File: src/hdl/packed_position_decoder_top_macros.svh
// Assertion macros for the packed position decoder.
// Used by packed_position_decoder_top; they expect signals clk and rst_n in scope.
`ifndef PACKED_POSITION_DECODER_TOP_MACROS_SVH
`define PACKED_POSITION_DECODER_TOP_MACROS_SVH

// The consequent must hold in the same cycle as the antecedent.
`define PPD_ASSERT_IMPLY(label, ante, cons) \
    label: assert property (@(posedge clk) disable iff (!rst_n) (ante) |-> (cons)) \
        else $error("packed position decoder: same-cycle check failed");

// The consequent must hold in the cycle after the antecedent.
`define PPD_ASSERT_NEXT(label, ante, cons) \
    label: assert property (@(posedge clk) disable iff (!rst_n) (ante) |=> (cons)) \
        else $error("packed position decoder: next-cycle check failed");

`endif

File: src/hdl/ppd_pkg.sv
// Shared types, constants and decode tables for the packed position decoder.
// No dependencies; imported by every module of the block.
`timescale 1ns / 1ps
package ppd_pkg;

    localparam int RECORD_BITS   = 256;
    localparam int BOARD_SQUARES = 81;
    localparam int BYTE_BITS     = 8;
    localparam int HEADER_BITS   = 15;

    localparam logic [6:0] SQ_LIMIT    = 7'(BOARD_SQUARES);
    localparam logic [6:0] KING_ABSENT = 7'(BOARD_SQUARES);

    // Decode sections.
    localparam logic [1:0] SEC_HEADER = 2'd0;
    localparam logic [1:0] SEC_BOARD  = 2'd1;
    localparam logic [1:0] SEC_HAND   = 2'd2;
    localparam logic [1:0] SEC_DONE   = 2'd3;

    // Field phases within one piece.
    localparam logic [1:0] PH_CODE    = 2'd0;
    localparam logic [1:0] PH_PROMOTE = 2'd1;
    localparam logic [1:0] PH_COLOUR  = 2'd2;

    // Result kinds.
    localparam logic [2:0] KIND_HEADER   = 3'd0;
    localparam logic [2:0] KIND_BOARD    = 3'd1;
    localparam logic [2:0] KIND_HAND     = 3'd2;
    localparam logic [2:0] KIND_PIECEBOX = 3'd3;
    localparam logic [2:0] KIND_ERROR    = 3'd4;

    // Error codes.
    localparam logic [1:0] ERR_HEADER    = 2'd0;
    localparam logic [1:0] ERR_NO_MATCH  = 2'd1;
    localparam logic [1:0] ERR_OVERRUN   = 2'd2;

    // Piece types.
    localparam logic [2:0] PT_EMPTY = 3'd0;
    localparam logic [2:0] PT_GOLD  = 3'd7;

    localparam logic [3:0] NO_MATCH = 4'd8;

    // Code lengths beyond which no board or hand code can match.
    localparam logic [2:0] BOARD_MAX_LEN = 3'd6;
    localparam logic [2:0] HAND_MAX_LEN  = 3'd5;

    // Prefix codes, read least significant bit first, and their lengths.
    localparam logic [5:0] PIECE_CODE [8] = '{6'h00, 6'h01, 6'h03, 6'h0b,
                                              6'h07, 6'h1f, 6'h3f, 6'h0f};
    localparam logic [2:0] PIECE_LEN  [8] = '{3'd1, 3'd2, 3'd4, 3'd4,
                                              3'd4, 3'd6, 3'd6, 3'd5};

    typedef struct packed {
        logic [2:0] kind;
        logic       side_to_move;
        logic [6:0] black_king_square;
        logic [6:0] white_king_square;
        logic [6:0] square_index;
        logic [2:0] piece_type;
        logic       promoted;
        logic       is_white;
        logic [1:0] error_code;
        logic       end_of_record;
        logic       last_of_byte;
    } result_t;

    typedef struct packed {
        logic load;   // take a new byte
        logic start;  // restart the record with that byte
        logic step;   // decode one bit
        logic err2;   // emit the overrun error
        logic flush;  // release the held result as last of the byte
    } cmd_t;

    typedef struct packed {
        logic halt;        // record finished or in error: no more bits used
        logic step_res;    // the next bit step yields a result
        logic need_err2;   // the next bit step reaches the record end unfinished
        logic stop_after;  // the next bit step ends the record
        logic can_push;    // a new result can be taken into the hold slot
        logic pend_valid;  // a result waits in the hold slot
        logic out_free;    // the output register can be loaded
    } status_t;

    // Advance a square index past the king squares (at most two in a row).
    function automatic logic [6:0] skip_kings(input logic [6:0] s,
                                              input logic [6:0] bk,
                                              input logic [6:0] wk);
        logic [6:0] r;
        r = s;
        if (r < SQ_LIMIT && (r == bk || r == wk))
        begin
            r = r + 7'd1;
        end
        if (r < SQ_LIMIT && (r == bk || r == wk))
        begin
            r = r + 7'd1;
        end
        return r;
    endfunction

    // Match the accumulated code; hand codes drop the leading one bit.
    function automatic logic [3:0] match_code(input logic hand,
                                              input logic [2:0] len,
                                              input logic [5:0] acc);
        logic [3:0] r;
        r = NO_MATCH;
        for (int t = 0; t < 8; t++)
        begin
            if (hand)
            begin
                if (t != 0 && len == PIECE_LEN[t] - 3'd1 && acc == (PIECE_CODE[t] >> 1))
                begin
                    r = 4'(t);
                end
            end
            else if (len == PIECE_LEN[t] && acc == PIECE_CODE[t])
            begin
                r = 4'(t);
            end
        end
        return r;
    endfunction

endpackage

File: src/hdl/ppd_ctrl.sv
// Sequencer for the packed position decoder: byte intake, bit steps, result release.
// Depends on ppd_pkg for the command and status structs.
`timescale 1ns / 1ps
module ppd_ctrl (
    input  logic               clk,
    input  logic               rst_n,
    input  logic               in_valid,
    input  logic               in_start,
    output logic               in_ready,
    input  ppd_pkg::status_t   status,
    output ppd_pkg::cmd_t      cmd
);
    import ppd_pkg::*;

    localparam logic [1:0] ST_IDLE  = 2'd0;
    localparam logic [1:0] ST_BIT   = 2'd1;
    localparam logic [1:0] ST_ERR2  = 2'd2;
    localparam logic [1:0] ST_FLUSH = 2'd3;

    localparam logic [2:0] LAST_BIT = 3'(BYTE_BITS - 1);

    logic [1:0] state_reg, state_next;
    logic [2:0] bit_cnt_reg, bit_cnt_next;

    always_comb
    begin
        state_next   = state_reg;
        bit_cnt_next = bit_cnt_reg;
        cmd          = '0;
        in_ready     = 1'b0;
        case (state_reg)
            ST_IDLE:
            begin
                in_ready = 1'b1;
                if (in_valid)
                begin
                    cmd.load     = 1'b1;
                    cmd.start    = in_start;
                    bit_cnt_next = 3'd0;
                    state_next   = ST_BIT;
                end
            end
            ST_BIT:
            begin
                if (status.halt)
                begin
                    state_next = ST_FLUSH;
                end
                else if (!status.step_res || status.can_push)
                begin
                    cmd.step = 1'b1;
                    if (status.need_err2)
                    begin
                        state_next = ST_ERR2;
                    end
                    else if (status.stop_after || bit_cnt_reg == LAST_BIT)
                    begin
                        state_next = ST_FLUSH;
                    end
                    else
                    begin
                        bit_cnt_next = bit_cnt_reg + 3'd1;
                    end
                end
            end
            ST_ERR2:
            begin
                if (status.can_push)
                begin
                    cmd.err2   = 1'b1;
                    state_next = ST_FLUSH;
                end
            end
            ST_FLUSH:
            begin
                if (!status.pend_valid)
                begin
                    state_next = ST_IDLE;
                end
                else if (status.out_free)
                begin
                    cmd.flush  = 1'b1;
                    state_next = ST_IDLE;
                end
            end
            default:
            begin
                state_next = ST_IDLE;
            end
        endcase
    end

    always_ff @(posedge clk or negedge rst_n)
    begin
        if (!rst_n)
        begin
            state_reg   <= ST_IDLE;
            bit_cnt_reg <= 3'd0;
        end
        else
        begin
            state_reg   <= state_next;
            bit_cnt_reg <= bit_cnt_next;
        end
    end

endmodule

File: src/hdl/ppd_datapath.sv
// Decode state, one-bit decode step, result hold slot and output register.
// Depends on ppd_pkg for tables, helper functions and the shared structs.
`timescale 1ns / 1ps
module ppd_datapath (
    input  logic               clk,
    input  logic               rst_n,
    input  ppd_pkg::cmd_t      cmd,
    output ppd_pkg::status_t   status,
    input  logic [7:0]         byte_in,
    input  logic               out_ready,
    output logic               out_valid,
    output ppd_pkg::result_t   out_result
);
    import ppd_pkg::*;

    logic [7:0]  byte_reg, byte_next;
    logic [8:0]  bitpos_reg, bitpos_next;
    logic [1:0]  section_reg, section_next;
    logic [14:0] hdr_reg, hdr_next;
    logic [5:0]  acc_reg, acc_next;
    logic [2:0]  len_reg, len_next;
    logic [1:0]  phase_reg, phase_next;
    logic [2:0]  dtype_reg, dtype_next;
    logic        prom_reg, prom_next;
    logic [6:0]  sq_reg, sq_next;
    logic [6:0]  bk_reg, bk_next;
    logic [6:0]  wk_reg, wk_next;
    logic        err_reg, err_next;
    logic        pend_valid_reg, pend_valid_next;
    result_t     pend_reg, pend_next;
    logic        out_valid_reg, out_valid_next;
    result_t     out_reg, out_next;

    // Values after one bit step.
    logic [1:0]  s_section;
    logic [14:0] s_hdr;
    logic [5:0]  s_acc;
    logic [2:0]  s_len;
    logic [1:0]  s_phase;
    logic [2:0]  s_dtype;
    logic        s_prom;
    logic [6:0]  s_sq;
    logic [6:0]  s_bk;
    logic [6:0]  s_wk;
    logic        s_err;
    logic        s_res_valid;
    result_t     s_res;
    logic        need_err2;

    logic        b;
    logic        hand;
    logic [14:0] hdr_new;
    logic [6:0]  bkv, wkv;
    logic        hbad;
    logic [5:0]  acc_new;
    logic [2:0]  len_new;
    logic [3:0]  t;
    logic [6:0]  sq_first, sq_adv;
    logic        finish, finish_white;
    logic        at_end, end_ok;
    logic        new_valid;
    result_t     new_res;
    result_t     err2_res;
    logic        out_free;

    always_comb
    begin
        b        = byte_reg[0];
        hand     = (section_reg == SEC_HAND);
        hdr_new  = hdr_reg | (15'(b) << bitpos_reg[3:0]);
        bkv      = hdr_new[7:1];
        wkv      = hdr_new[14:8];
        hbad     = bkv > KING_ABSENT || wkv > KING_ABSENT || (bkv < KING_ABSENT && bkv == wkv);
        acc_new  = acc_reg | (6'(b) << len_reg);
        len_new  = len_reg + 3'd1;
        t        = match_code(hand, len_new, acc_new);
        sq_first = skip_kings(7'd0, bkv, wkv);
        sq_adv   = skip_kings(sq_reg + 7'd1, bk_reg, wk_reg);

        s_section    = section_reg;
        s_hdr        = hdr_reg;
        s_acc        = acc_reg;
        s_len        = len_reg;
        s_phase      = phase_reg;
        s_dtype      = dtype_reg;
        s_prom       = prom_reg;
        s_sq         = sq_reg;
        s_bk         = bk_reg;
        s_wk         = wk_reg;
        s_err        = err_reg;
        s_res_valid  = 1'b0;
        s_res        = '0;
        finish       = 1'b0;
        finish_white = 1'b0;
        need_err2    = 1'b0;

        if (section_reg == SEC_HEADER)
        begin
            s_hdr = hdr_new;
            if (bitpos_reg == 9'(HEADER_BITS - 1))
            begin
                s_res_valid = 1'b1;
                if (hbad)
                begin
                    s_res.kind          = KIND_ERROR;
                    s_res.error_code    = ERR_HEADER;
                    s_res.end_of_record = 1'b1;
                    s_err               = 1'b1;
                end
                else
                begin
                    s_bk                    = bkv;
                    s_wk                    = wkv;
                    s_res.kind              = KIND_HEADER;
                    s_res.side_to_move      = hdr_new[0];
                    s_res.black_king_square = bkv;
                    s_res.white_king_square = wkv;
                    s_sq                    = sq_first;
                    s_section = (sq_first >= SQ_LIMIT) ? SEC_HAND : SEC_BOARD;
                    s_acc   = '0;
                    s_len   = '0;
                    s_phase = PH_CODE;
                    s_dtype = PT_EMPTY;
                    s_prom  = 1'b0;
                end
            end
        end
        else
        begin
            case (phase_reg)
                PH_CODE:
                begin
                    s_acc = acc_new;
                    s_len = len_new;
                    if (t != NO_MATCH)
                    begin
                        s_dtype = t[2:0];
                        if (!hand && t[2:0] == PT_EMPTY)
                        begin
                            finish = 1'b1;
                        end
                        else
                        begin
                            s_phase = (t[2:0] == PT_GOLD) ? PH_COLOUR : PH_PROMOTE;
                        end
                    end
                    else if (len_new >= (hand ? HAND_MAX_LEN : BOARD_MAX_LEN))
                    begin
                        s_res_valid         = 1'b1;
                        s_res.kind          = KIND_ERROR;
                        s_res.error_code    = ERR_NO_MATCH;
                        s_res.end_of_record = 1'b1;
                        s_err               = 1'b1;
                    end
                end
                PH_PROMOTE:
                begin
                    s_prom  = b;
                    s_phase = PH_COLOUR;
                end
                default:
                begin
                    finish       = 1'b1;
                    finish_white = b;
                end
            endcase

            if (finish)
            begin
                s_res_valid      = 1'b1;
                s_res.piece_type = s_dtype;
                s_res.is_white   = finish_white;
                if (hand)
                begin
                    s_res.kind = s_prom ? KIND_PIECEBOX : KIND_HAND;
                end
                else
                begin
                    s_res.kind         = KIND_BOARD;
                    s_res.square_index = sq_reg;
                    s_res.promoted     = s_prom;
                    s_sq               = sq_adv;
                    if (sq_adv >= SQ_LIMIT)
                    begin
                        s_section = SEC_HAND;
                    end
                end
                s_acc   = '0;
                s_len   = '0;
                s_phase = PH_CODE;
                s_dtype = PT_EMPTY;
                s_prom  = 1'b0;
            end
        end

        // The record end: clean only between hand items.
        at_end = (bitpos_reg == 9'(RECORD_BITS - 1));
        end_ok = (s_section == SEC_HAND && s_phase == PH_CODE && s_len == 3'd0);
        if (at_end && !s_err)
        begin
            if (end_ok)
            begin
                s_section           = SEC_DONE;
                s_res.end_of_record = 1'b1;
            end
            else
            begin
                need_err2 = 1'b1;
            end
        end
    end

    always_comb
    begin
        err2_res               = '0;
        err2_res.kind          = KIND_ERROR;
        err2_res.error_code    = ERR_OVERRUN;
        err2_res.end_of_record = 1'b1;
        new_valid = (cmd.step && s_res_valid) || cmd.err2;
        new_res   = cmd.err2 ? err2_res : s_res;
        out_free  = !out_valid_reg || out_ready;
    end

    always_comb
    begin
        byte_next    = byte_reg;
        bitpos_next  = bitpos_reg;
        section_next = section_reg;
        hdr_next     = hdr_reg;
        acc_next     = acc_reg;
        len_next     = len_reg;
        phase_next   = phase_reg;
        dtype_next   = dtype_reg;
        prom_next    = prom_reg;
        sq_next      = sq_reg;
        bk_next      = bk_reg;
        wk_next      = wk_reg;
        err_next     = err_reg;

        if (cmd.load)
        begin
            byte_next = byte_in;
            if (cmd.start)
            begin
                bitpos_next  = '0;
                section_next = SEC_HEADER;
                hdr_next     = '0;
                acc_next     = '0;
                len_next     = '0;
                phase_next   = PH_CODE;
                dtype_next   = PT_EMPTY;
                prom_next    = 1'b0;
                sq_next      = '0;
                bk_next      = KING_ABSENT;
                wk_next      = KING_ABSENT;
                err_next     = 1'b0;
            end
        end
        if (cmd.step)
        begin
            byte_next    = byte_reg >> 1;
            bitpos_next  = bitpos_reg + 9'd1;
            section_next = s_section;
            hdr_next     = s_hdr;
            acc_next     = s_acc;
            len_next     = s_len;
            phase_next   = s_phase;
            dtype_next   = s_dtype;
            prom_next    = s_prom;
            sq_next      = s_sq;
            bk_next      = s_bk;
            wk_next      = s_wk;
            err_next     = s_err;
        end
        if (cmd.err2)
        begin
            err_next = 1'b1;
        end
    end

    // A new result displaces the held one, which is then known not to be last.
    always_comb
    begin
        pend_valid_next = pend_valid_reg;
        pend_next       = pend_reg;
        out_valid_next  = out_valid_reg && !out_ready;
        out_next        = out_reg;
        if (new_valid)
        begin
            if (pend_valid_reg)
            begin
                out_valid_next = 1'b1;
                out_next       = pend_reg;
            end
            pend_valid_next = 1'b1;
            pend_next       = new_res;
        end
        if (cmd.flush)
        begin
            out_valid_next        = 1'b1;
            out_next              = pend_reg;
            out_next.last_of_byte = 1'b1;
            pend_valid_next       = 1'b0;
        end
    end

    always_ff @(posedge clk or negedge rst_n)
    begin
        if (!rst_n)
        begin
            bitpos_reg     <= '0;
            section_reg    <= SEC_HEADER;
            hdr_reg        <= '0;
            acc_reg        <= '0;
            len_reg        <= '0;
            phase_reg      <= PH_CODE;
            dtype_reg      <= PT_EMPTY;
            prom_reg       <= 1'b0;
            sq_reg         <= '0;
            bk_reg         <= KING_ABSENT;
            wk_reg         <= KING_ABSENT;
            err_reg        <= 1'b0;
            pend_valid_reg <= 1'b0;
            out_valid_reg  <= 1'b0;
        end
        else
        begin
            bitpos_reg     <= bitpos_next;
            section_reg    <= section_next;
            hdr_reg        <= hdr_next;
            acc_reg        <= acc_next;
            len_reg        <= len_next;
            phase_reg      <= phase_next;
            dtype_reg      <= dtype_next;
            prom_reg       <= prom_next;
            sq_reg         <= sq_next;
            bk_reg         <= bk_next;
            wk_reg         <= wk_next;
            err_reg        <= err_next;
            pend_valid_reg <= pend_valid_next;
            out_valid_reg  <= out_valid_next;
        end
    end

    always_ff @(posedge clk)
    begin
        byte_reg <= byte_next;
        pend_reg <= pend_next;
        out_reg  <= out_next;
    end

    always_comb
    begin
        status.halt       = err_reg || section_reg == SEC_DONE;
        status.step_res   = s_res_valid;
        status.need_err2  = need_err2;
        status.stop_after = s_err || s_section == SEC_DONE;
        status.can_push   = !pend_valid_reg || out_free;
        status.pend_valid = pend_valid_reg;
        status.out_free   = out_free;
    end

    assign out_valid  = out_valid_reg;
    assign out_result = out_reg;

endmodule

File: src/hdl/packed_position_decoder_top.sv
// Top level of the packed position decoder: stream ports, field packing, assertions.
// Depends on ppd_pkg, ppd_ctrl, ppd_datapath and the assertion macro header.
//
//   Channel   | Direction | Carries
//   ----------+-----------+--------------------------------------------------
//   s_*       | in        | one byte of a 256-bit packed position per request
//   m_*       | out       | one decoded header, square, hand piece or error
//
// A byte passes through intake, a decode step for each bit (up to eight; a byte
// that arrives after the record has ended or failed decodes none), an overrun
// error where one is due and the release of its last result; only then is the
// next byte taken. Each result waits in a one-entry hold slot until the next
// result or the end of its byte releases it; a bit step that yields a result
// stalls only while that slot is full and the output register is full and stalled.
`timescale 1ns / 1ps
`include "packed_position_decoder_top_macros.svh"
module packed_position_decoder_top (
    input  logic        clk,
    input  logic        rst_n,
    input  logic        s_tvalid,
    output logic        s_tready,
    input  logic [7:0]  s_tdata,   // [7:0] data_byte
    input  logic        s_tuser,   // [0] record_start
    output logic        m_tvalid,
    input  logic        m_tready,
    output logic [31:0] m_tdata,   // [0] side_to_move, [7:1] black_king_square,
                                   // [14:8] white_king_square, [21:15] square_index,
                                   // [24:22] piece_type, [25] promoted, [26] is_white,
                                   // [28:27] error_code, [29] last_of_byte, [31:30] zero
    output logic [2:0]  m_tuser,   // [2:0] kind
    output logic        m_tlast    // end_of_record
);
    import ppd_pkg::*;

    cmd_t    cmd;
    status_t status;
    result_t result;

    // The controller sequences intake, up to eight bit steps per byte and the release
    // of the held result; the datapath owns all decode state. rst_n clears
    // all decode state to the start of a record, and a request with s_tuser
    // high restarts decoding at that byte.
    ppd_ctrl u_ctrl (
        .clk      (clk),
        .rst_n    (rst_n),
        .in_valid (s_tvalid),
        .in_start (s_tuser),
        .in_ready (s_tready),
        .status   (status),
        .cmd      (cmd)
    );

    ppd_datapath u_datapath (
        .clk        (clk),
        .rst_n      (rst_n),
        .cmd        (cmd),
        .status     (status),
        .byte_in    (s_tdata),
        .out_ready  (m_tready),
        .out_valid  (m_tvalid),
        .out_result (result)
    );

    // Pack the result fields, lowest field in the lowest bits.
    assign m_tdata = {2'b00,
                      result.last_of_byte,
                      result.error_code,
                      result.is_white,
                      result.promoted,
                      result.piece_type,
                      result.square_index,
                      result.white_king_square,
                      result.black_king_square,
                      result.side_to_move};
    assign m_tuser = result.kind;
    assign m_tlast = result.end_of_record;

    // Every error closes the record.
    `PPD_ASSERT_IMPLY(a_error_ends_record, m_tvalid && m_tuser == KIND_ERROR, m_tlast)
    // A record always ends on the final result of its byte.
    `PPD_ASSERT_IMPLY(a_end_is_last_of_byte, m_tvalid && m_tlast, m_tdata[29])
    // A new byte is only taken once the previous byte's results have left the hold slot.
    `PPD_ASSERT_IMPLY(a_intake_slot_empty, s_tready, !status.pend_valid)
    // One byte at a time: intake closes after each request.
    `PPD_ASSERT_NEXT(a_single_byte, s_tvalid && s_tready, !s_tready)

endmodule

File: config.mk
export PLATFORM = sky130hd
export DESIGN_NAME = packed_position_decoder_top
export DESIGN_NICKNAME = d
export VERILOG_FILES = /design/src/hdl/ppd_pkg.sv /design/src/hdl/ppd_ctrl.sv /design/src/hdl/ppd_datapath.sv /design/src/hdl/packed_position_decoder_top.sv
export VERILOG_INCLUDE_DIRS = /design/src /design/src/hdl
export SDC_FILE = /design/constraint.sdc
export NUM_CORES = 1
export LEC_CHECK = 0
export ABC_CLOCK_PERIOD_IN_PS = 14300
export BUFFER_PORTS_ARGS = -buffer_cell sky130_fd_sc_hd__clkbuf_2
export CORE_ASPECT_RATIO = 1.75
export CORE_MARGIN = 2
export CORE_UTILIZATION = 30
export CTS_CLUSTER_SIZE = 24
export DETAILED_ROUTE_END_ITERATION = 16
export SETUP_SLACK_MARGIN = 0.02
export SLEW_MARGIN = 10
export SYNTH_ARGS = -nofsm -noshare
export SYNTH_HDL_FRONTEND = slang
export SYNTH_SLANG_ARGS = --single-unit
File: constraint.sdc
create_clock -name clk -period 14.3 [get_ports clk]
set_input_delay 1.43 -clock clk [delete_from_list [all_inputs] [get_ports clk]]
set_output_delay 1.43 -clock clk [all_outputs]
set_load 0.1 [all_outputs]
# --- Yosys cells after proc, flatten, opt, wreduce, memory -nomap -nowiden ---
# Index checks and enable logic that the tools add are counted.
# W data, S select, Z words.
word_totals:
  regBits: 146
  latchBits: 0
  ram_bits: 0
  romBits: 0
  input_bits: 13
  out_inout_bits: 38
  wordCells: 366
  n_memories: 0
classes:
  addsub: 7
  mul: 0
  div: 0
  n_lt_le_gt_ge: 9
  n_eq_ne: 51
  shifts: 2
  mux: 180
  bitwise_logic: 5
  n_reduce_logical: 72
op_table:
  columns: ["op", "count"]
  rows:
  - ["$mux W7", 23]
  - ["$mux W34", 3]
  - ["$mux W3", 31]
  - ["$mux W4", 23]
  - ["$mux W15", 5]
  - ["$mux W2", 32]
  - ["$mux W6", 8]
  - ["$mux W1", 47]
  - ["$eq A7 B7 Y1", 5]
  - ["$mux W9", 3]
  - ["$logic_and A1 B1 Y1", 22]
  - ["$add A7 B1 Y7 const B", 3]
  - ["$lt A7 B7 Y1 const B", 3]
  - ["$mux W18", 1]
  - ["$eq A3 B3 Y1 const B", 5]
  - ["$ne A3 B3 Y1 const B", 5]
  - ["$or A15 B15 Y15", 1]
  - ["$reduce_and A5 Y1", 3]
  - ["$shl A1 B4 Y15", 1]
  - ["$eq A1 B7 Y1", 2]
  - ["$ge A7 B7 Y1 const B", 2]
  - ["$gt A7 B7 Y1 const B", 2]
  - ["$logic_not A7 Y1", 2]
  - ["$ne A2 B2 Y1 const B", 7]
  - ["other kinds (42)", 87]

# --- Logic depth before layout (Yosys ltp) ---
# Gate-level depths: netlist of the first run.
logic_depth:
  ltp_word: 41
  ltp_mapped: 23
  depth_no_buf: 18

# --- By module ---
# Synthesis of the first run repeated with hierarchy kept, for this count alone.
hier_totals:
  hier_cells: 890
  hier_area_um2: 8831.0
by_module_without_submodules:
  columns: ["mod", "instances", "cells_per_inst", "area_each_um2", "seq_area_each_um2"]
  rows:
  - ["ppd_datapath", 1, 841, 8384.3, 3866.2]
  - ["ppd_ctrl", 1, 46, 427.9, 125.1]
  - ["packed_position_decoder_top", 1, 3, 18.8, 0.0]

# --- Worst setup path after synthesis of the first run ---
# Ideal clock, no wire load.
synth_path:
  kind: "flip-flop to flip-flop"
  from: "register u_datapath.len_reg[1]"
  to: "register u_datapath.out_reg (netlist bit u_datapath.out_result[10]), enable pin"
  setup_time_ps: 377
  t_arrival_ps: 4690
  required_ps: 13923
  slack_ps: 9233
  path_stages_with_launch: 13
  synth_period_minus_slack_ps: 5067
  path_cell_list: "dfrtp_1 buf_2 or3b_1 a2bb2oi_1 or4b_1 and3_1 o211a_1 a31o_2 o31ai_4 nand3_4 o31ai_4 o21a_1 buf_2"
synth_via:
  elab_chain_len: 35
synth_lines:
  columns: ["item", "line", "rtl"]
  rows:
  - ["from (decl)", "ppd_datapath.sv:21", "logic [2:0] len_reg, len_next;"]
  - ["from (signal assigned)", "ppd_datapath.sv:332", "len_reg <= len_next;"]
  - ["parallel branches: the longest is 24 deep, another holds $add A3 B1 Y3", null, null]
  - ["$mux W1 (*)", "ppd_datapath.sv:168", "if (finish)"]
  - ["$mux W1 (*)", "ppd_datapath.sv:97", "if (section_reg == SEC_HEADER)"]
  - ["$logic_not A1 Y1", "ppd_ctrl.sv:49", "else if (!status.step_res || status.can_push)"]
  - ["$logic_or A1 B1 Y1", "ppd_ctrl.sv:49", null]
  - ["$mux W1", "ppd_ctrl.sv:49", null]
  - ["$mux W1", "ppd_ctrl.sv:45", "if (status.halt)"]
  - ["$mux W1", "ppd_ctrl.sv:31", "case (state_reg)"]
  - ["$logic_and A1 B1 Y1 (*)", "ppd_datapath.sv:219", "new_valid = (cmd.step && s_res_valid) || cmd.err2;"]
  - ["$logic_or A1 B1 Y1 (*)", "ppd_datapath.sv:219", null]
  - ["$reduce_bool A2 Y1 (no source line) (*)", null, null]
  - ["$reduce_and A2 Y1 (no source line) (*)", null, null]
  - ["to (signal assigned)", "ppd_datapath.sv:349", "out_reg <= out_next;"]
  - ["to (decl)", "ppd_datapath.sv:32", "result_t out_reg, out_next;"]
# Every way passes the cells marked *. The select of a mux whose other input is x is not followed.
# A chain may end at the register's enable or synchronous reset.

# --- Final worst setup path of the first run ---
layout_path:
  from: "register u_datapath.sq_reg[0]"
  to: "register u_datapath.pend_reg[1] in the netlist's numbering (data pin)"
layout_via:
  elab_chain_len: 19
layout_lines:
  columns: ["item", "line", "rtl"]
  rows:
  - ["from (decl)", "ppd_datapath.sv:25", "logic [6:0] sq_reg, sq_next;"]
  - ["from (signal assigned)", "ppd_datapath.sv:336", "sq_reg <= sq_next;"]
  - ["$add A7 B1 Y7 (*)", "ppd_datapath.sv:78", "sq_adv = skip_kings(sq_reg + 7'd1, bk_reg, wk_reg);"]
  - ["parallel branches: the longest is 3 deep, another holds $lt A7 B7 Y1", null, null]
  - ["$mux W7 (*)", "ppd_pkg.sv:91", "if (r < SQ_LIMIT && (r == bk || r == wk))"]
  - ["parallel branches: the longest is 3 deep, another holds $lt A7 B7 Y1", null, null]
  - ["$mux W7 (*)", "ppd_pkg.sv:95", "if (r < SQ_LIMIT && (r == bk || r == wk))"]
  - ["$ge A7 B7 Y1 (*)", "ppd_datapath.sv:183", "if (sq_adv >= SQ_LIMIT)"]
  - ["$mux W2 (*)", "ppd_datapath.sv:183", null]
  - ["$mux W2 (*)", "ppd_datapath.sv:173", "if (hand)"]
  - ["$mux W2 (*)", "ppd_datapath.sv:168", null]
  - ["$mux W2 (*)", "ppd_datapath.sv:97", null]
  - ["$eq A2 B2 Y1 (*)", "ppd_datapath.sv:198", "end_ok = (s_section == SEC_HAND && s_phase == PH_CODE && s_len == 3'd0);"]
  - ["$logic_and A1 B1 Y1 (*) (2 in series)", "ppd_datapath.sv:198", null]
  - ["$mux W1 (*)", "ppd_datapath.sv:201", "if (end_ok)"]
  - ["$mux W1 (*)", "ppd_datapath.sv:199", "if (at_end && !s_err)"]
  - ["to (signal assigned)", "ppd_datapath.sv:348", "pend_reg <= pend_next;"]
  - ["to (decl)", "ppd_datapath.sv:30", "result_t pend_reg, pend_next;"]
# Every way passes the cells marked *.

==> summary.md, run 1 <==
| Metric | Value |
|---|---|
| Period utilisation layout | `between 30% and 40%` |
| Die ar. | `0.0306 mm^2` |
| Final #Nets | `961` |
| Yosys cell types | `89` |
| RD Place Congestion | `0.977` |
| Max Cap Violations | `0` |
| # hold bufs at CTS | `0` |
| Primary FF master, synth | `edfxtp_1` |
| Width of the die | `between 100 and 150 um` |
| Count leader, synth | `nand2_1` |
| Post-Synth XOR/XNOR Area | `approximately 6.4%` |
| Number of clock sinks | `145` |
| Max reg flops | `34` |
| Fill cell count | `2,982` |
| Post-synth EDFFs | `73` |
| Max Buffers Root-to-Sink | `2` |
| Tot GR Track Use | `15.9%` |
| CTS root buffer | `clkbuf_16` |
| Clk_skew | `0.00748 ns` |
| DRC | `0` |
| Slew Limit Fails | `0` |
| Remaining Overflow, GRT | `0` |
| Number of top-level pins | `51` |
| Core area | `roughly 0.029 mm^2` |
| Largest family of logic cells by synthesized area | `simple AND/OR/NAND/NOR gates` |
| Cells after synthesis | `901` |
| Area Growth Syn to Fin | `13.2%` |
| HP Class | `flop to flop` |
| Final Util | `34.5%` |
| Max_slew headroom | `34.6%` |
| First-pass GRT wire length | `37,700 um` |
| Initial DRC count | `610` |
| Sum of net half-perimeters after detailed placement | `17,800 um` |
| Hold Vio Cnt, Final | `0` |
| Share of the synthesized area in the top cell type | `25.0%` |
| Clk pwr share | `21.6%` |
| Total length of routed wires | `between 20,000 and 25,000 um` |
| Via count | `roughly 7k` |
| Sequential power share | `31.6%` |
| CTS HTree Levels | `4` |
| Synth Area in Compound Gates | `17.7%` |
| TritonCTS buffer count | `17` |
| Mux share of post-synthesis cell area | `1.83%` |
| Die Ht | `230 um` |
| # resized after CTS | `0` |
| Global routing met2 resource utilization | `30.1%` |
| Setup bufs post-CTS | `0` |
| Number of global-route vias before repair | `6,942` |
| Crit Path Category | `flop to flop` |
| Dominant cell type by area after synthesis | `edfxtp_1` |
| Worst skew pair latency | `approximately 0.44 ns` |
| Maximum vdd ir drop | `0.125 mV` |
| CTS tree | `yes` |
| Switching portion of total power | `between 40% and 50%` |
| Vias per Instance | `5.34` |
| Combinational share of power | `46.7%` |
| CP max FO | `19` |
| PD cells | `216 mW/mm^2` |
| LEAKAGE | `just under 4 nW` |
| Adder-cell area share of the yosys netlist | `2.86%` |
| Most crowded layer after global routing | `met2` |
| Clock slew at reported path FFs | `0.07 ns` |
| Most common library cells after synthesis | `99 x nand2_1, 87 x nor2_1, 73 x edfxtp_1, 64 x dfrtp_1, 46 x a21oi_1` |
| Row cnt | `82` |
| # diodes | `0` |
| Synth Cell Area | `0.00876 mm^2` |
| Crit path required time | `14.49 ns` |
| DP Cell Count | `about 1.3k` |
| Met1 Use GR | `between 15 and 20%` |
| Worst Path Arrival | `5.81 ns` |
| Fin cells | `1,319` |
| Initial Utilization | `30.5%` |
| Asr flop ratio synth | `48.3%` |
| Synth area leaders | `edfxtp_1 25%, dfrtp_1 18%, nand2_1 4.2%` |
| # port buffers | `48` |
| Largest net degree at the start of global routing | `71` |
| Setup violators final | `0` |
| Setup TNS | `0 ns` |
| Share of cells above drive strength 1 | `14.1%` |
| Post-synthesis sequential area ratio | `45.6%` |
| Status | `completed` |
| Yosys reg bits | `roughly 150` |
| Synth Area in Simple Gates | `22.1%` |
| DRT Pass-1 Iters | `6` |
| Startpoint types | `flop` |
| Initial antenna violation count | `0` |
| Internal Pwr Total | `0.00111 W` |
| Hold_ws | `approximately 0.46 ns` |
| Warnings, synthesis | `0` |
| WL per Instance | `18.2 um` |
| RSZ-0062 raised after global routing | `no` |
| Tightest Pin Transition | `0.976 ns` |
| P_sw | `0.00103 W` |
| DRT antenna net count | `0` |
| Met3 Use GR | `2.67%` |
| Critical Path Sink Type | `flop` |
| Fmax | `0.178 GHz` |
| Avg Inst Size Synth | `9.72 um^2` |
| Tmin final | `5.62 ns` |
-- power by group through the flow --
| stage | clock (W) | combinational, W | sequential [W] |
|---|---|---|---|
| floorplan | 0 | 0.000534 | 0.000933 |
| global placement | 0 | 0.000997 | 0.000685 |
| detailed placement | 0 | 0.00100 | 0.000688 |
| CTS | 0.000472 | 0.00100 | 0.000680 |
| global route | 0.000492 | 0.00107 | 0.000692 |
| finish | 0.000464 | 0.00100 | 0.000678 |
-- final cells by class --
cell class | instances | area, um^2 | area share (%)
clock buffer | 18 | 439 | 4.43
clock inverter | 14 | 175 | 1.77
inverter | 25 | 93.8 | 0.946
multi-input combinational | 686 | 4470 | 45.1
sequential | 145 | 3990 | 40.2
tap | 378 | 473 | 4.77
timing repair buffer | 53 | 278 | 2.80
-- cell usage in the layout, fill, tap and decap left out, types with 6 or more instances in the layout --
cell       netlist  layout
nor4_1           6       6
xnor2_1         35      35
a21o_1           8       8
o211ai_1         6       6
dfstp_2          6       6
mux2i_1         10      10
nor2_1          87      87
nand2b_1        10      10
dfrtp_1         64      64
inv_1           21      21
nand3_1         25      25
o31ai_1         18      18
a21oi_1         46      46
o21ai_1         11      11
and2_1          45      45
and4_1           6       6
clkbuf_2         0      47
ha_1            20      20
o21a_1           7       6
o21ai_0         45      45
nand3b_1         6       6
xor2_1          11      11
and3_1          10      10
a22oi_1          6       6
nand2_1         99      99
edfxtp_1        73      73
clkbuf_16        0      17
a31oi_1         16      16
nor3_1          36      36
-- per-stage QoR --
| stage | cell area [um^2] | setup WS [ns] | total power, W |
|---|---|---|---|
| after floorplan | 8770 | 9.23 | 0.00147 |
| after global placement | 9300 | 8.66 | 0.00168 |
| after detailed placement | 9300 | 8.65 | 0.00169 |
| after CTS | 9920 | 8.65 | 0.00216 |
| after global routing | 9920 | 8.32 | 0.00226 |
| final | 9920 | 8.68 | 0.00214 |
-- critical path, stage by stage (launching register included) --
cell	delay [ns]
dfrtp_1	0.73
ha_1	0.49
nand3_1	0.41
and2_1	0.31
o211ai_1	0.32
a311oi_4	0.21
o21ai_0	0.77
nor2_1	0.18
xnor2_1	0.26
ha_1	0.29
inv_1	0.07
o32ai_2	0.35
xnor2_1	0.16
nor2_1	0.08
o31ai_4	0.33
o31ai_2	0.16
a41o_1	0.25
-- cells by family after synthesis --
group / after synthesis
compound gates: 218
xor+xnor: 54
fa+ha+maj: 20
buf+inv: 71
flops: 145
mux: 15
other cells: 1
simple gates: 377
-- final timing paths --
path / start / end / slack, ns / depth (start not counted)
hold reg to reg: u_datapath.byte_reg[7]$_SDFFE_PP0P_ / u_datapath.byte_reg[7]$_SDFFE_PP0P_ / 0.46 / 2
setup / recovery: u_datapath.sq_reg[0]$_DFFE_PN0P_ / u_datapath.pend_reg[1]$_SDFFCE_PP1N_ / 8.68 / 16
hold / removal: u_datapath.byte_reg[7]$_SDFFE_PP0P_ / u_datapath.byte_reg[7]$_SDFFE_PP0P_ / 0.46 / 2
setup reg to reg: u_datapath.sq_reg[0]$_DFFE_PN0P_ / u_datapath.pend_reg[1]$_SDFFCE_PP1N_ / 8.68 / 16
max in group asynchronous: rst_n / u_datapath.sq_reg[5]$_DFFE_PN0P_ / 12.45 / 2
min in group asynchronous: rst_n / u_datapath.bk_reg[2]$_DFFE_PN0P_ / 1.23 / 2
-- metal layers --
layer	wire, um	vias up
met5	0	-
met4	1540	0
met3	772	84
met2	13200	227
met1	8470	3402
li1	-	3334
Power figures use the tool's default switching activity.
==> run 2, diff against run 1 <==
--- a/config.mk
+++ b/config.mk
@@ -6,7 +6,7 @@
 export SDC_FILE = /design/constraint.sdc
 export NUM_CORES = 1
 export LEC_CHECK = 0
-export ABC_CLOCK_PERIOD_IN_PS = 14300
+export ABC_CLOCK_PERIOD_IN_PS = 5000
 export BUFFER_PORTS_ARGS = -buffer_cell sky130_fd_sc_hd__clkbuf_2
 export CORE_ASPECT_RATIO = 1.75
 export CORE_MARGIN = 2
==> constraint.sdc (replaced) <==
create_clock -name clk -period 5 [get_ports clk]
set_input_delay 0.5 -clock clk [delete_from_list [all_inputs] [get_ports clk]]
set_output_delay 0.5 -clock clk [all_outputs]
set_load 0.1 [all_outputs]
==> summary.md, run 2 (synthesis gave the netlist of run 1 again) <==
| Metric | Value |
|---|---|
| Fill cell count | `2,899 (was 2,982)` |
| LEAKAGE | `4.03 nW (was 3.90 nW)` |
| Largest net degree at the start of global routing | `68 (was 71)` |
| Worst setup path start | `u_datapath.sq_reg[0]$_DFFE_PN0P_ (unchanged)` |
| Clock slew at reported path FFs | `0.06 ns (was 0.07 ns)` |
| # port buffers | `48 (unchanged)` |
| TritonCTS buffer count | `17 (unchanged)` |
| DRT antenna net count | `0 (unchanged)` |
| CTS HTree Levels | `4 (unchanged)` |
| First-pass GRT wire length | `39,400 um (was 37,700 um)` |
| Number of clock sinks | `145 (unchanged)` |
| Remaining Overflow, GRT | `0 (unchanged)` |
| FF/Latch Area | `0.00399 mm^2 (unchanged)` |
| Finished Cell Area | `0.0101 mm^2 (was 0.00992 mm^2)` |
| Setup bufs post-CTS | `0 (unchanged)` |
| Critical Path Max Stage Delay | `0.46 ns (was 0.77 ns)` |
| Startpoint types | `flop (unchanged)` |
| Die ar. | `0.0306 mm^2 (unchanged)` |
| Setup violators final | `0 (unchanged)` |
| Initial antenna violation count | `0 (unchanged)` |
| Setup TNS | `0 ns (unchanged)` |
| Max reg flops | `34 (unchanged)` |
| Max_slew headroom | `40.4% (was 34.6%)` |
| Critical path's slowest cell | `a311oi_4 (was o21ai_0)` |
| DRT Pass-1 Iters | `5 (was 6)` |
| Via count | `7,101 (was 7,047)` |
| Vias per Instance | `5.24 (was 5.34)` |
| WL per Instance | `18.6 um (was 18.2 um)` |
| Clk_skew | `0.00832 ns (was 0.00748 ns)` |
| CP max FO | `9 (was 19)` |
| Core area | `0.0287 mm^2 (unchanged)` |
| Period utilisation layout | `92.0% (was 39.3%)` |
| Initial Utilization | `30.5% (unchanged)` |
| Maximum vdd ir drop | `0.411 mV (was 0.125 mV)` |
| Sum of net half-perimeters after detailed placement | `19,200 um (was 17,800 um)` |
| Crit Path Category | `flop to flop (unchanged)` |
| Area Growth Syn to Fin | `15.5% (was 13.2%)` |
| CTS tree | `yes (unchanged)` |
| DRC | `0 (unchanged)` |
| Most frequent cells in the layout | `99 x nand2_1, 87 x nor2_1, 73 x edfxtp_1 (unchanged)` |
| Crit path required time | `5.18 ns (was 14.49 ns)` |
| Worst Path Arrival | `4.79 ns (was 5.81 ns)` |
| Critical R2R Launch | `u_datapath.sq_reg[0]$_DFFE_PN0P_ (unchanged)` |
| Max Buffers Root-to-Sink | `2 (unchanged)` |
| RD Place Congestion | `0.934 (was 0.977)` |
| Tot GR Track Use | `16.6% (was 15.9%)` |
| # resized after CTS | `0 (unchanged)` |
| Width of the die | `133 um (unchanged)` |
| Fmax | `0.217 GHz (was 0.178 GHz)` |
| Status | `completed (unchanged)` |
| Crit-path cells | `inv_1 -> ha_1 -> xor2_1 -> and3_1 -> nand2_1 -> a311oi_4 -> o21ai_0 -> nor2_1 -> xnor2_1 -> ha_1 -> inv_1 -> o32ai_2 -> xnor2_1 -> nor2_1 -> o31ai_4 -> o31ai_2 -> a41o_1 (was ha_1 -> nand3_1 -> and2_1 -> o211ai_1 -> a311oi_4 -> o21ai_0 -> nor2_1 -> xnor2_1 -> ha_1 -> inv_1 -> o32ai_2 -> xnor2_1 -> nor2_1 -> o31ai_4 -> o31ai_2 -> a41o_1)` |
| Initial DRC count | `475 (was 610)` |
| Multi-input gate area | `0.00447 mm^2 (about the same)` |
| Die Ht | `230 um (unchanged)` |
| Final #Nets | `998 (was 961)` |
| Placement Cell Area | `0.00959 mm^2 (was 0.00930 mm^2)` |
| Share of cells above drive strength 1 | `17.0% (was 14.1%)` |
| Row cnt | `82 (unchanged)` |
| Total length of routed wires | `25,300 um (was 24,000 um)` |
| Number of global-route vias before repair | `7,099 (was 6,942)` |
| Tmin final | `4.60 ns (was 5.62 ns)` |
| Worst skew pair latency | `0.43 ns (was 0.44 ns)` |
| # diodes | `0 (unchanged)` |
| Hold Vio Cnt, Final | `0 (unchanged)` |
| Number of top-level pins | `51 (unchanged)` |
| Critical Path Sink Type | `flop (unchanged)` |
| Slew Limit Fails | `0 (unchanged)` |
| RSZ-0062 raised after global routing | `no (unchanged)` |
| HP Class | `input port to asynchronous set/reset pin (was flop to flop)` |
| Tightest Pin Transition | `0.891 ns (was 0.976 ns)` |
| PD cells | `599 mW/mm^2 (was 216 mW/mm^2)` |
| CTS root buffer | `clkbuf_16 (unchanged)` |
| Commonest non-fill, non-tap cell in the layout | `nand2_1 (unchanged)` |
| # hold bufs at CTS | `0 (unchanged)` |
| Max Cap Violations | `0 (unchanged)` |
-- run 2: cell count changes in the layout (fill, tap and decap cells not counted), moves of 2 or more --
cell,change
bufinv_16,-2
clkinvlp_4,+2
clkbuf_1,+2
buf_4,+36
clkinv_1,+2
inv_8,-3
-- run 2: through the flow --
step	util [%]	std cells	power, W	setup slack, ns	hold WS (ns)
3_3_place_gp	33.4	1324	0.00492	0.507	0.445
3_5_place_dp	33.4	1324	0.00492	0.443	0.456
4_1_cts	35.2	1356	0.00610	0.407	0.181
5_1_grt	35.2	1356	0.00638	0.0522	0.204
2_1_floorplan	-	902	0.00420	0.0918	0.204
6_report	35.2	1356	0.00606	0.399	0.163
-- run 2: routing by layer --
metal	up-vias	global-route usage, %	routed length (um)
met5	-	0	0
met3	71	2.16	557
met4	0	9.44	1330
met1	3452	16.7	9330
li1	3406	-	-
met2	172	32.2	14000
-- run 2: final cells by class --
| class | instances | area share, % |
|---|---|---|
| Clock buffer | 20 | 4.41 |
| Clock inverter | 12 | 0.828 |
| Inverter | 25 | 0.927 |
| Multi-Input combinational cell | 686 | 44.1 |
| Sequential cell | 145 | 39.4 |
| Tap cell | 378 | 4.67 |
| Timing Repair Buffer | 90 | 5.61 |
-- run 2: final timing paths --
kind / end / slack (ns) / cells after the start
worst max-delay path: u_datapath.pend_reg[1]$_SDFFCE_PP1N_ / 0.40 / 17
worst min-delay path: u_datapath.bk_reg[1]$_DFFE_PN0P_ / 0.16 / 1
worst max register to register: u_datapath.pend_reg[1]$_SDFFCE_PP1N_ / 0.40 / 17
worst min register to register: u_datapath.byte_reg[7]$_SDFFE_PP0P_ / 0.47 / 2
max in group asynchronous: u_datapath.hdr_reg[8]$_DFFE_PN0P_ / 3.79 / 2
min in group clk: u_datapath.byte_reg[7]$_SDFFE_PP0P_ / 0.32 / 3
-- run 2: critical path: cells and delay by family, from the launching register on --
kind,cells,cell delay (ns)
DFF,1,0.45
AOI/OAI and AO/OA,6,1.67
xor gates and xnor gates,3,0.65
adders and majority gates,2,0.66
and+or+nand+nor,4,0.71
buffers and inverters,2,0.22
-- run 2: power by group --
part	internal [W]	total, W	switching [W]
registers	0.00168	0.00188	0.000204
clock network	0.000647	0.00116	0.000516
logic	0.000816	0.00302	0.00220
==> run 3, diff against run 2 <==
--- a/config.mk
+++ b/config.mk
@@ -6,7 +6,7 @@
 export SDC_FILE = /design/constraint.sdc
 export NUM_CORES = 1
 export LEC_CHECK = 0
-export ABC_CLOCK_PERIOD_IN_PS = 5000
+export ABC_CLOCK_PERIOD_IN_PS = 3900
 export BUFFER_PORTS_ARGS = -buffer_cell sky130_fd_sc_hd__clkbuf_2
 export CORE_ASPECT_RATIO = 1.75
 export CORE_MARGIN = 2
==> constraint.sdc (replaced) <==
create_clock -name clk -period 3.9 [get_ports clk]
set_input_delay 0.39 -clock clk [delete_from_list [all_inputs] [get_ports clk]]
set_output_delay 0.39 -clock clk [all_outputs]
set_load 0.1 [all_outputs]
==> summary.md, run 3 (synthesis gave the netlist of run 1 again) <==
| Metric | Value |
|---|---|
| WL per Instance | `18.8 um (was 18.6 um)` |
| TritonCTS buffer count | `17 (unchanged)` |
| Startpoint types | `flop (unchanged)` |
| Slew Limit Fails | `0 (unchanged)` |
| Overall power | `0.00951 W (was 0.00606 W)` |
| Number of top-level pins | `51 (unchanged)` |
| Max reg flops | `34 (unchanged)` |
| Vias per Instance | `5.20 (was 5.24)` |
| Worst Path Arrival | `4.13 ns (was 4.79 ns)` |
| Row cnt | `82 (unchanged)` |
| # diodes | `0 (unchanged)` |
| DRC | `0 (unchanged)` |
| Die Ht | `230 um (unchanged)` |
| CP max FO | `7 (was 9)` |
| Area Growth Syn to Fin | `39.4% (was 15.5%)` |
| Most frequent cells in the layout | `167 x buf_4, 95 x nand2_1, 78 x nor2_1 (was 99 x nand2_1, 87 x nor2_1, 73 x edfxtp_1)` |
| Worst Slack Setup Final | `-0.0828 ns (was 0.399 ns)` |
| Setup violators final | `59 (was 0)` |
| Crit path required time | `4.04 ns (was 5.18 ns)` |
| Hold Vio Cnt, Final | `0 (unchanged)` |
| R2R depth | `12 (was 17)` |
| HP Class | `input port to asynchronous set/reset pin (unchanged)` |
| DRT Pass-1 Iters | `5 (unchanged)` |
| Initial antenna violation count | `0 (unchanged)` |
| Critical Path Sink Type | `flop (unchanged)` |
| FF/Latch Area | `0.00399 mm^2 (unchanged)` |
| Met1 Use GR | `16.2% (was 16.7%)` |
| Number of clock sinks | `145 (unchanged)` |
| CTS tree | `yes (unchanged)` |
| Worst skew pair latency | `0.43 ns (about the same)` |
| Width of the die | `133 um (unchanged)` |
| Tot GR Track Use | `17.6% (was 16.6%)` |
| Die ar. | `0.0306 mm^2 (unchanged)` |
| Critical R2R Launch | `u_datapath.byte_reg[0]$_DFFE_PP_ (was u_datapath.sq_reg[0]$_DFFE_PN0P_)` |
| LEAKAGE | `5.06 nW (was 4.03 nW)` |
| Global routing met2 resource utilization | `35.3% (was 32.2%)` |
| Commonest non-fill, non-tap cell in the layout | `buf_4 (was nand2_1)` |
| Multi-input gate area | `0.00506 mm^2 (was 0.00447 mm^2)` |
| Status | `finished, violations left (was completed)` |
| R2r setup slk | `-0.08 ns (was 0.40 ns)` |
| RD Place Congestion | `0.938 (was 0.934)` |
| Fill cell count | `2,790 (was 2,899)` |
| Pre-CTS setup slack | `-0.260 ns (was 0.443 ns)` |
| Share of cells above drive strength 1 | `37.4% (was 17.0%)` |
| Maximum vdd ir drop | `0.530 mV (was 0.411 mV)` |
| Tmin final | `3.98 ns (was 4.60 ns)` |
| Clock slew at reported path FFs | `0.07 ns (was 0.06 ns)` |
| Number of global-route vias before repair | `7,811 (was 7,099)` |
| Most crowded layer after global routing | `met2 (unchanged)` |
| Final #Nets | `1,158 (was 998)` |
| Remaining Overflow, GRT | `0 (unchanged)` |
| Max Cap Violations | `0 (unchanged)` |
| Met3 Use GR | `2.38% (was 2.16%)` |
| Total length of routed wires | `28,500 um (was 25,300 um)` |
| Initial DRC count | `406 (was 475)` |
| Fmax | `0.251 GHz (was 0.217 GHz)` |
| Largest net degree at the start of global routing | `53 (was 68)` |
| Core area | `0.0287 mm^2 (unchanged)` |
| Initial Utilization | `30.5% (unchanged)` |
| Reg-to-Reg End | `u_datapath.out_result[23]$_DFFE_PP_ (was u_datapath.pend_reg[1]$_SDFFCE_PP1N_)` |
| Sum of net half-perimeters after detailed placement | `20,800 um (was 19,200 um)` |
| Period utilisation layout | `102% (was 92.0%)` |
| Crit Path Category | `flop to flop (unchanged)` |
| CTS HTree Levels | `4 (unchanged)` |
| # hold bufs at CTS | `0 (unchanged)` |
| Failing checks | `negative setup slack` |
| First-pass GRT wire length | `41,500 um (was 39,400 um)` |
| PD cells | `779 mW/mm^2 (was 599 mW/mm^2)` |
| DRT antenna net count | `0 (unchanged)` |
| Max_slew headroom | `46.0% (was 40.4%)` |
| Clk_skew | `0.0104 ns (was 0.00832 ns)` |
| Via count | `7,886 (was 7,101)` |
| Tightest Pin Transition | `0.810 ns (was 0.891 ns)` |
| RSZ-0062 raised after global routing | `yes (was no)` |
| Max Buffers Root-to-Sink | `2 (unchanged)` |
| CTS root buffer | `clkbuf_16 (unchanged)` |
| # port buffers | `48 (unchanged)` |
==> run 3: cell types whose count changed in the layout (fill, tap and decap cells not counted), sizes merged, moves of 2 or more <==
cell / change
buf: +153
inv: +6
clkbuf: +4
clkinvlp: -3
clkinv: -2
==> run 3: critical path: stages (launching register included) <==
cell,delay [ns]
edfxtp_1,0.34
buf_6,0.14
or3b_4,0.41
a2bb2oi_4,0.20
or4b_4,0.58
a2bb2oi_4,0.17
o211a_4,0.27
a31o_4,0.24
o31ai_4,0.31
nand3_4,0.17
o31ai_4,0.32
o21a_4,0.32
clkbuf_16,0.20
==> run 3: stage by stage <==
stage / TNS [ns] / util [%] / hold slack, ns / cell area (um^2) / cells
final: -2.62 / 42.5 / 0.0409 / 12200 / 1516
after global routing: -11.93 / 42.5 / 0.0864 / 12200 / 1516
after CTS: -0.0132 / 39.3 / 0.0566 / 11300 / 1477
after detailed placement: -2.20 / 36.8 / 0.452 / 10600 / 1437
after global placement: -1.42 / 36.8 / 0.445 / 10600 / 1437
after floorplan: -47.51 / - / 0.0944 / 8910 / 902
==> run 3: power by group <==
group | switching [W] | internal, W | total, W
Clock | 0.000706 | 0.000920 | 0.00163
Sequential | 0.000246 | 0.00215 | 0.00240
Combinational | 0.00340 | 0.00209 | 0.00549
==> run 3: how the worst max path moves through the flow <==
| stage | startpoint | endpoint | slack (ns) | cells after the start |
|---|---|---|---|---|
| 5_1_grt | u_datapath.byte_reg[0]$_DFFE_PP_ | u_datapath.out_result[31]$_DFFE_PP_ | -0.17 | 12 |
| 2_1_floorplan | u_datapath.len_reg[1]$_DFFE_PN0P_ | u_datapath.out_result[10]$_DFFE_PP_ | -0.65 | 12 |
| 3_5_place_dp | u_datapath.sq_reg[0]$_DFFE_PN0P_ | u_datapath.pend_reg[1]$_SDFFCE_PP1N_ | -0.26 | 14 |
| 4_1_cts | u_datapath.sq_reg[1]$_DFFE_PN0P_ | u_datapath.pend_reg[1]$_SDFFCE_PP1N_ | -0.01 | 18 |
| 6_report | u_datapath.byte_reg[0]$_DFFE_PP_ | u_datapath.out_result[23]$_DFFE_PP_ | -0.08 | 12 |
| 3_3_place_gp | u_datapath.sq_reg[0]$_DFFE_PN0P_ | u_datapath.pend_reg[1]$_SDFFCE_PP1N_ | -0.22 | 16 |
==> run 3: cell type report <==
| type | count | area share [%] |
|---|---|---|
| clock inverters | 14 | 1.19 |
| repair buffers | 249 | 16.5 |
| well taps | 378 | 3.87 |
| multi-input cells | 687 | 41.4 |
| flip-flops and latches | 145 | 32.7 |
| inverters | 25 | 0.789 |
| clock buffers | 18 | 3.59 |
==> run 3: per-layer routing <==
metal  part of all wire (%)  vias up
li1                       -     3730
met1                     35     3877
met2                     57      189
met3                    2.1       90
met4                    6.1        0
met5                      0        -
==> run 3: what timing repair did <==
item	4_1_cts	5_1_grt
pin swaps	18	47
setup endpoints to repair	23	149
buffers inserted	8	27
resized for setup	23	120
gates cloned	0	12
